## config.mk

```make
export PLATFORM = sky130hd
export DESIGN_NAME = stepper_shortest_path_positioner
export DESIGN_NICKNAME = d
export VERILOG_FILES = /design/src/rtl/spp_pkg.sv /design/src/rtl/stepper_shortest_path_positioner.sv /design/src/rtl/spp_move_plan.sv /design/src/rtl/spp_core.sv
export SDC_FILE = /design/constraint.sdc
export NUM_CORES = 1
export LEC_CHECK = 0
export BUFFER_PORTS_ARGS = -buffer_cell sky130_fd_sc_hd__buf_2
export CORE_MARGIN = 3
export CORE_UTILIZATION = 32
export CTS_CLUSTER_DIAMETER = 200
export DETAILED_ROUTE_END_ITERATION = 7
export PLACE_DENSITY = 0.56
export SLEW_MARGIN = 5
export SYNTH_ARGS = -nofsm -noshare
export SYNTH_HDL_FRONTEND = slang
export SYNTH_SLANG_ARGS = --single-unit
```

## constraint.sdc

```tcl
create_clock -name clk -period 5.2 [get_ports clk]
set_input_delay 0.52 -clock clk [delete_from_list [all_inputs] [get_ports clk]]
set_output_delay 0.52 -clock clk [all_outputs]
set_load 0.02 [all_outputs]
```

## src/rtl/spp_pkg.sv

```systemverilog
`timescale 1ns / 1ps
// ----------------------------------------------------------------------------
// spp_pkg
// Shared constants and types of the stepper shortest-path positioner.
// ----------------------------------------------------------------------------
package spp_pkg;

  localparam int RING_STEPS = 200;
  localparam int HALF_STEPS = RING_STEPS / 2;
  localparam int POS_W      = 8;
  localparam int STEP_W     = 7;
  localparam int COIL_W     = 4;
  localparam int PERIOD_W   = 16;

  localparam logic [POS_W-1:0]    RING_POS     = POS_W'(RING_STEPS);
  localparam logic [POS_W-1:0]    HALF_POS     = POS_W'(HALF_STEPS);
  localparam logic [PERIOD_W-1:0] PERIOD_RESET = PERIOD_W'(10);
  localparam logic [COIL_W-1:0]   COIL_CW_START  = 4'h8;
  localparam logic [COIL_W-1:0]   COIL_CCW_START = 4'h1;

  typedef enum logic {
    OP_TICK = 1'b0,
    OP_MOVE = 1'b1
  } opcode_t;

  typedef struct packed {
    logic              cw;
    logic [STEP_W-1:0] steps;
    logic [POS_W-1:0]  pos;
    logic              same;
  } plan_t;

  typedef struct packed {
    logic [COIL_W-1:0] coil;
    logic              busy;
    logic [POS_W-1:0]  pos;
    logic              cw;
    logic              rejected;
  } result_t;

  function automatic logic [COIL_W-1:0] next_coil(input logic [COIL_W-1:0] c,
                                                  input logic cw);
    logic [COIL_W-1:0] n;
    case (c)
      4'h1, 4'h2, 4'h4, 4'h8: begin
        n = cw ? {c[0], c[COIL_W-1:1]} : {c[COIL_W-2:0], c[COIL_W-1]};
      end
      default: begin
        n = cw ? COIL_CW_START : COIL_CCW_START;
      end
    endcase
    return n;
  endfunction

endpackage

```

## src/rtl/stepper_shortest_path_positioner.sv

```systemverilog
`timescale 1ns / 1ps
// ----------------------------------------------------------------------------
// stepper_shortest_path_positioner
// Four-coil stepper positioner on a ring, shortest-way moves, tick-driven.
//
//   port group  direction  contents
//   in_         input      in_opcode, in_target_step; in_valid / in_stall
//   out_        output     coil, busy, position, direction, reject flags
//   cfg_        input      cfg_we, cfg_wdata (step_period)
//
// One word per cycle while in_stall is low; each word is held in the input
// register, and its result is written to the output register as it leaves.
// Motion state updates when a word leaves the input register.
// in_stall rises only when the output register is full and out_stall holds.
// Synchronous active-low reset; step_period resets to 10.
// ----------------------------------------------------------------------------
module stepper_shortest_path_positioner (
  input  logic                         clk,
  input  logic                         rst_n,
  input  logic                         in_valid,
  output logic                         in_stall,
  input  logic                         in_opcode,
  input  logic [spp_pkg::POS_W-1:0]    in_target_step,
  output logic                         out_valid,
  input  logic                         out_stall,
  output logic [spp_pkg::COIL_W-1:0]   out_coil_drive,
  output logic                         out_busy_res,
  output logic [spp_pkg::POS_W-1:0]    out_ring_position,
  output logic                         out_turning_clockwise,
  output logic                         out_move_rejected,
  input  logic                         cfg_we,
  input  logic [spp_pkg::PERIOD_W-1:0] cfg_wdata
);

  logic                         in_valid_r;
  logic                         in_opcode_r;
  logic [spp_pkg::POS_W-1:0]    in_target_r;
  logic                         out_valid_r;
  spp_pkg::result_t             out_res_r;
  spp_pkg::result_t             res;
  logic [spp_pkg::PERIOD_W-1:0] period_r;
  logic                         advance;
  logic                         apply;

  assign advance  = !out_valid_r || !out_stall;
  assign apply    = in_valid_r && advance;
  assign in_stall = in_valid_r && !advance;

  spp_core u_core (
    .clk         (clk),
    .rst_n       (rst_n),
    .apply       (apply),
    .opcode      (spp_pkg::opcode_t'(in_opcode_r)),
    .target_step (in_target_r),
    .step_period (period_r),
    .result      (res)
  );

  always_ff @(posedge clk) begin
    if (!rst_n) begin
      in_valid_r  <= 1'b0;
      out_valid_r <= 1'b0;
      period_r    <= spp_pkg::PERIOD_RESET;
    end else begin
      if (!in_stall) begin
        in_valid_r <= in_valid;
      end
      if (advance) begin
        out_valid_r <= in_valid_r;
      end
      if (cfg_we) begin
        period_r <= cfg_wdata;
      end
    end
  end

  always_ff @(posedge clk) begin
    if (in_valid && !in_stall) begin
      in_opcode_r <= in_opcode;
      in_target_r <= in_target_step;
    end
    if (apply) begin
      out_res_r <= res;
    end
  end

  assign out_valid             = out_valid_r;
  assign out_coil_drive        = out_res_r.coil;
  assign out_busy_res          = out_res_r.busy;
  assign out_ring_position     = out_res_r.pos;
  assign out_turning_clockwise = out_res_r.cw;
  assign out_move_rejected     = out_res_r.rejected;

`ifndef SYNTHESIS
  a_out_hold: assert property (@(posedge clk) disable iff (!rst_n)
    out_valid_r && out_stall |=> out_valid_r && $stable(out_res_r))
    else $error("stalled result word changed");
  a_stall_only_full: assert property (@(posedge clk) disable iff (!rst_n)
    in_stall |-> out_valid_r && out_stall) else $error("input stalled with room");
  a_reject_is_move: assert property (@(posedge clk) disable iff (!rst_n)
    apply && res.rejected |-> in_opcode_r) else $error("tick word flagged rejected");
`endif

endmodule

```

## src/rtl/spp_move_plan.sv

```systemverilog
`timescale 1ns / 1ps
// ----------------------------------------------------------------------------
// spp_move_plan
// Picks the shorter way round the ring and the step count for a move.
// ----------------------------------------------------------------------------
module spp_move_plan (
  input  logic [spp_pkg::POS_W-1:0] target_step,
  input  logic [spp_pkg::POS_W-1:0] position,
  output spp_pkg::plan_t            plan
);

  logic [spp_pkg::POS_W-1:0] tgt;
  logic [spp_pkg::POS_W-1:0] fwd;
  logic [spp_pkg::POS_W-1:0] bwd;
  logic [spp_pkg::POS_W-1:0] fwd_wrap;
  logic [spp_pkg::POS_W-1:0] bwd_wrap;

  always_comb begin
    tgt = (target_step >= spp_pkg::RING_POS) ? target_step - spp_pkg::RING_POS
                                             : target_step;
    fwd      = tgt - position;
    bwd      = position - tgt;
    fwd_wrap = spp_pkg::RING_POS - fwd;
    bwd_wrap = spp_pkg::RING_POS - bwd;
    plan.pos  = tgt;
    plan.same = (tgt == position);
    if (tgt > position) begin
      if (fwd <= spp_pkg::HALF_POS) begin
        plan.cw    = 1'b0;
        plan.steps = fwd[spp_pkg::STEP_W-1:0];
      end else begin
        plan.cw    = 1'b1;
        plan.steps = fwd_wrap[spp_pkg::STEP_W-1:0];
      end
    end else begin
      if (bwd < spp_pkg::HALF_POS) begin
        plan.cw    = 1'b1;
        plan.steps = bwd[spp_pkg::STEP_W-1:0];
      end else begin
        plan.cw    = 1'b0;
        plan.steps = bwd_wrap[spp_pkg::STEP_W-1:0];
      end
    end
  end

endmodule

```

## src/rtl/spp_core.sv

```systemverilog
`timescale 1ns / 1ps
// ----------------------------------------------------------------------------
// spp_core
// Motion state, tick handling and the result of each applied word.
// ----------------------------------------------------------------------------
module spp_core (
  input  logic                         clk,
  input  logic                         rst_n,
  input  logic                         apply,
  input  spp_pkg::opcode_t             opcode,
  input  logic [spp_pkg::POS_W-1:0]    target_step,
  input  logic [spp_pkg::PERIOD_W-1:0] step_period,
  output spp_pkg::result_t             result
);

  logic [spp_pkg::POS_W-1:0]    pos_r,   pos_nxt;
  logic [spp_pkg::COIL_W-1:0]   coil_r,  coil_nxt;
  logic [spp_pkg::STEP_W-1:0]   steps_r, steps_nxt;
  logic                         cw_r,    cw_nxt;
  logic [spp_pkg::PERIOD_W-1:0] hold_r,  hold_nxt;
  logic                         busy;
  logic                         rejected;
  logic [spp_pkg::PERIOD_W-1:0] period_eff;
  spp_pkg::plan_t               plan;

  spp_move_plan u_plan (
    .target_step (target_step),
    .position    (pos_r),
    .plan        (plan)
  );

  always_comb begin
    busy       = (steps_r != '0) || (hold_r != '0);
    period_eff = (step_period == '0) ? spp_pkg::PERIOD_W'(1) : step_period;
    pos_nxt    = pos_r;
    coil_nxt   = coil_r;
    steps_nxt  = steps_r;
    cw_nxt     = cw_r;
    hold_nxt   = hold_r;
    rejected   = 1'b0;
    case (opcode)
      spp_pkg::OP_MOVE: begin
        if (busy) begin
          rejected = 1'b1;
        end else begin
          pos_nxt = plan.pos;
          if (!plan.same) begin
            cw_nxt    = plan.cw;
            steps_nxt = plan.steps;
          end
        end
      end
      spp_pkg::OP_TICK: begin
        if (hold_r == '0 && steps_r != '0) begin
          coil_nxt  = spp_pkg::next_coil(coil_r, cw_r);
          steps_nxt = steps_r - 1'b1;
          hold_nxt  = period_eff - 1'b1;
        end else if (hold_r != '0) begin
          hold_nxt = hold_r - 1'b1;
        end
      end
      default: begin
        rejected = 1'b0;
      end
    endcase
    result.coil     = coil_nxt;
    result.busy     = (steps_nxt != '0) || (hold_nxt != '0);
    result.pos      = pos_nxt;
    result.cw       = cw_nxt;
    result.rejected = rejected;
  end

  always_ff @(posedge clk) begin
    if (!rst_n) begin
      pos_r   <= '0;
      coil_r  <= '0;
      steps_r <= '0;
      cw_r    <= 1'b0;
      hold_r  <= '0;
    end else if (apply) begin
      pos_r   <= pos_nxt;
      coil_r  <= coil_nxt;
      steps_r <= steps_nxt;
      cw_r    <= cw_nxt;
      hold_r  <= hold_nxt;
    end
  end

`ifndef SYNTHESIS
  a_coil_onehot0: assert property (@(posedge clk) disable iff (!rst_n)
    $onehot0(coil_r)) else $error("coil pattern not one-hot");
  a_pos_range: assert property (@(posedge clk) disable iff (!rst_n)
    pos_r < spp_pkg::RING_POS) else $error("position off the ring");
  a_steps_half: assert property (@(posedge clk) disable iff (!rst_n)
    steps_r <= spp_pkg::HALF_POS[spp_pkg::STEP_W-1:0]) else $error("move longer than half turn");
  a_hold_only_on_apply: assert property (@(posedge clk) disable iff (!rst_n)
    !apply |=> $stable(coil_r) && $stable(steps_r) && $stable(hold_r))
    else $error("motion state changed without a word");
`endif

endmodule

```

==> flow_summary.json <==
{
  "status": "completed",
  "synthAdderAreaFrac_pct": 5.26,
  "via_count": 5088,
  "dr.pass1.iters": 5,
  "drt_iter0_drc": 396,
  "fin_tns_setup_ps": 0,
  "synth_warnings": 0,
  "yosysSeqAreaShare_pct": 32.6,
  "timing.final.crit_share_pct": 91.9,
  "layout-drive-gt1-share_pct": 12.2,
  "ir_drop_mv": 0.172,
  "clockRootBuffer": "clkbuf_16",
  "die_w_um": 137,
  "power_density_mw_per_mm2": 320,
  "route.detailed.drc": 0,
  "cp-end-kind": "flop",
  "grt_setup_unrepaired": "false",
  "syn-num-nets": 746,
  "setup_viol": 0,
  "place_inst": 932,
  "hold_ws_ps": 345,
  "r2r-end": "out_busy_res",
  "holdBufCountCts": 0,
  "ant_nets": 0,
  "ys_ff_latch": 78,
  "synth_edf_count": 24,
  "reg2reg_depth": 14,
  "cts.clk_slew.worst_paths_ps": 60,
  "finalNonFillerCells": 948,
  "postSynthCellCount": 694,
  "post_cts_buffers": 0,
  "dpl.hpwl_mm": 10.6,
  "wl_mm": 14.5,
  "slew_headroom_pct": 39.0,
  "crit_path_start": "in_target_r[3]",
  "grt_max_degree": 48,
  "final_core_util_pct": 37.2,
  "min_to": "in_target_r[6]",
  "overflow": 0,
  "worstHoldPathCells": 1,
  "skew_ps": 7.71,
  "nets": 775,
  "worst_pin_slew_ps": 913,
  "cts_buffers": 9,
  "ys_top_cells_by_area": "dfxtp_1 20%, edfxtp_1 13%, nor2_1 5.8%",
  "rows": 47,
  "hp-start": "in_target_step[6]",
  "reg2reg_from": "in_target_r[3]",
  "slew_viol_final": 0,
  "worstSetupStartpointType": "flop",
  "synthMuxAreaShare_pct": 4.60,
  "worst-setup-path-type": "reg -> reg",
  "grt_util_all_layers_pct": 15.8,
  "power_mw": 2.00,
  "syn_to_final_growth_pct": 13.0,
  "die_h_um": 137,
  "avgRoutedWirePerCell_um": 15.3,
  "met1_usage_pct": 24.4,
  "clock_path_buffers": 2,
  "core-area_mm2": 0.0168,
  "grt_pass1_vias": 4556,
  "post_cts_resized": 0,
  "syn-cell-area_mm2": 0.00552,
  "max_freq_ghz": 0.209,
  "finalHoldViolCount": 0,
  "async_flop_share_pct": 0,
  "initial_utilization_pct": 32.9,
  "yosys.area_share.simple_pct": 25.4,
  "busiest_layer": "met1",
  "crit_path_max_fanout": 16,
  "rrSetupSlack_ps": 420,
  "met3_usage_pct": 2.41,
  "diodes": 0,
  "dieArea_mm2": 0.0189,
  "synthXorXnorAreaFrac_pct": 3.65,
  "maxCapViolCount": 0,
  "h-tree-depth": 3,
  "io_buffers": 46,
  "cts_tree": "yes",
  "synth_top_family_by_area": "simple AND/OR/NAND/NOR gates",
  "synth-compound-area-share_pct": 23.2,
  "antenna_found_initial": 0,
  "ios": 47,
  "fin_crit_ps": 4780,
  "gr-usage-met2_pct": 22.3,
  "viasPerCell": 5.37,
  "synth_most_common_cell": "nor2_1",
  "numClockSinks": 78,
  "synth_top_area_share_pct": 19.6,
  "insertion_delay_ps": 350,
  "syn_area_per_cell_um2": 7.96,
  "grt_pass1_wl_mm": 23.9,
  "leakagePower_nw": 2.40,
  "critical_path_arrival_ps": 4870,
  "synth_top_area_cell": "dfxtp_1",
  "ys.flop_type": "dfxtp_1",
  "crit_required_ps": 5290,
  "fill_cells": 1769,
  "ys_types": 72,
  "gp_congestion": 0.872,
  "worstHoldPathType": "in -> reg",
  "synthTopCellsByCount": "85 x nor2_1, 74 x nand2_1, 54 x dfxtp_1"
}
-- how the worst max path moves through the flow --
stage	endpoint	slack [ps]	depth (start not counted)
3_5_place_dp	out_busy_res	460	14
5_1_grt	out_busy_res	100	14
2_1_floorplan	out_busy_res	1010	15
3_3_place_gp	out_busy_res	620	14
6_report	out_busy_res	420	14
4_1_cts	out_busy_res	450	14
-- flip-flops by register name, indices dropped and copies added, names as in the netlist --
register / flops
in_opcode_r: 1
out_busy_res: 1
out_move_rejected: 1
u_core.coil_r: 4
out_ring_position: 8
period_r: 16
out_valid: 1
in_valid_r: 1
u_core.hold_r: 16
u_core.cw_r: 1
u_core.pos_r: 8
in_target_r: 8
out_coil_drive: 4
out_turning_clockwise: 1
u_core.steps_r: 7
-- worst max-delay path, stage by stage, from the launching register on --
cell and delay [ps]:
edfxtp_1 520, o311ai_4 490, nor2_1 80, a21oi_1 210
inv_1 70, ha_1 470, o21a_1 200, a211o_1 290
a221oi_1 400, o31ai_1 200, o21ai_0 390, mux2_2 390
o211ai_1 200, nand3_1 100, or4b_1 510
-- per-layer routing --
metal,part of all wire (%),vias to the layer above
li1,-,2610
met1,52,2341
met2,41,121
met3,5.0,16
met4,1.5,0
met5,0,-
-- logic make-up after synthesis --
family,after synthesis
AO/OA/AOI/OAI,189
buffers and inverters,77
flip-flops,78
AND/OR/NAND/NOR,280
XOR/XNOR,23
adder cells (fa/ha/maj),22
multiplexers,25
-- placed cells by master, fill, tap and decap left out, types with 15 or more instances in the layout --
| cell | Yosys | final |
|---|---|---|
| inv_1 | 39 | 39 |
| ha_1 | 20 | 20 |
| nand2_1 | 74 | 74 |
| buf_2 | 3 | 46 |
| nand3_1 | 22 | 22 |
| mux2i_1 | 22 | 22 |
| edfxtp_1 | 24 | 24 |
| nor2_1 | 85 | 85 |
| o21ai_0 | 40 | 40 |
| nor3_1 | 16 | 16 |
| dfxtp_1 | 54 | 54 |
| a21oi_1 | 47 | 47 |
| nand4_1 | 15 | 15 |
-- where the power goes --
part | switching, mW | internal (mW)
logic | 0.418 | 0.245
registers | 0.0407 | 0.667
clock network | 0.261 | 0.364
-- area by class of cell --
type	instances	area [µm²]	area share (%)
well taps	220	275	4.41
multi-input cells	539	3430	54.9
repair buffers	53	283	4.53
flip-flops and latches	78	1800	28.9
inverters	42	158	2.53
clock inverters	5	30.0	0.481
clock buffers	11	264	4.23
-- through the flow --
stage	setup WS (ps)	instance area, µm²
floorplan	1010	5520
global route	99.2	6240
global placement	615	5940
CTS	454	6240
detailed placement	463	5940
finish	422	6240
Note: power is estimated with default switching activity, not from simulation.
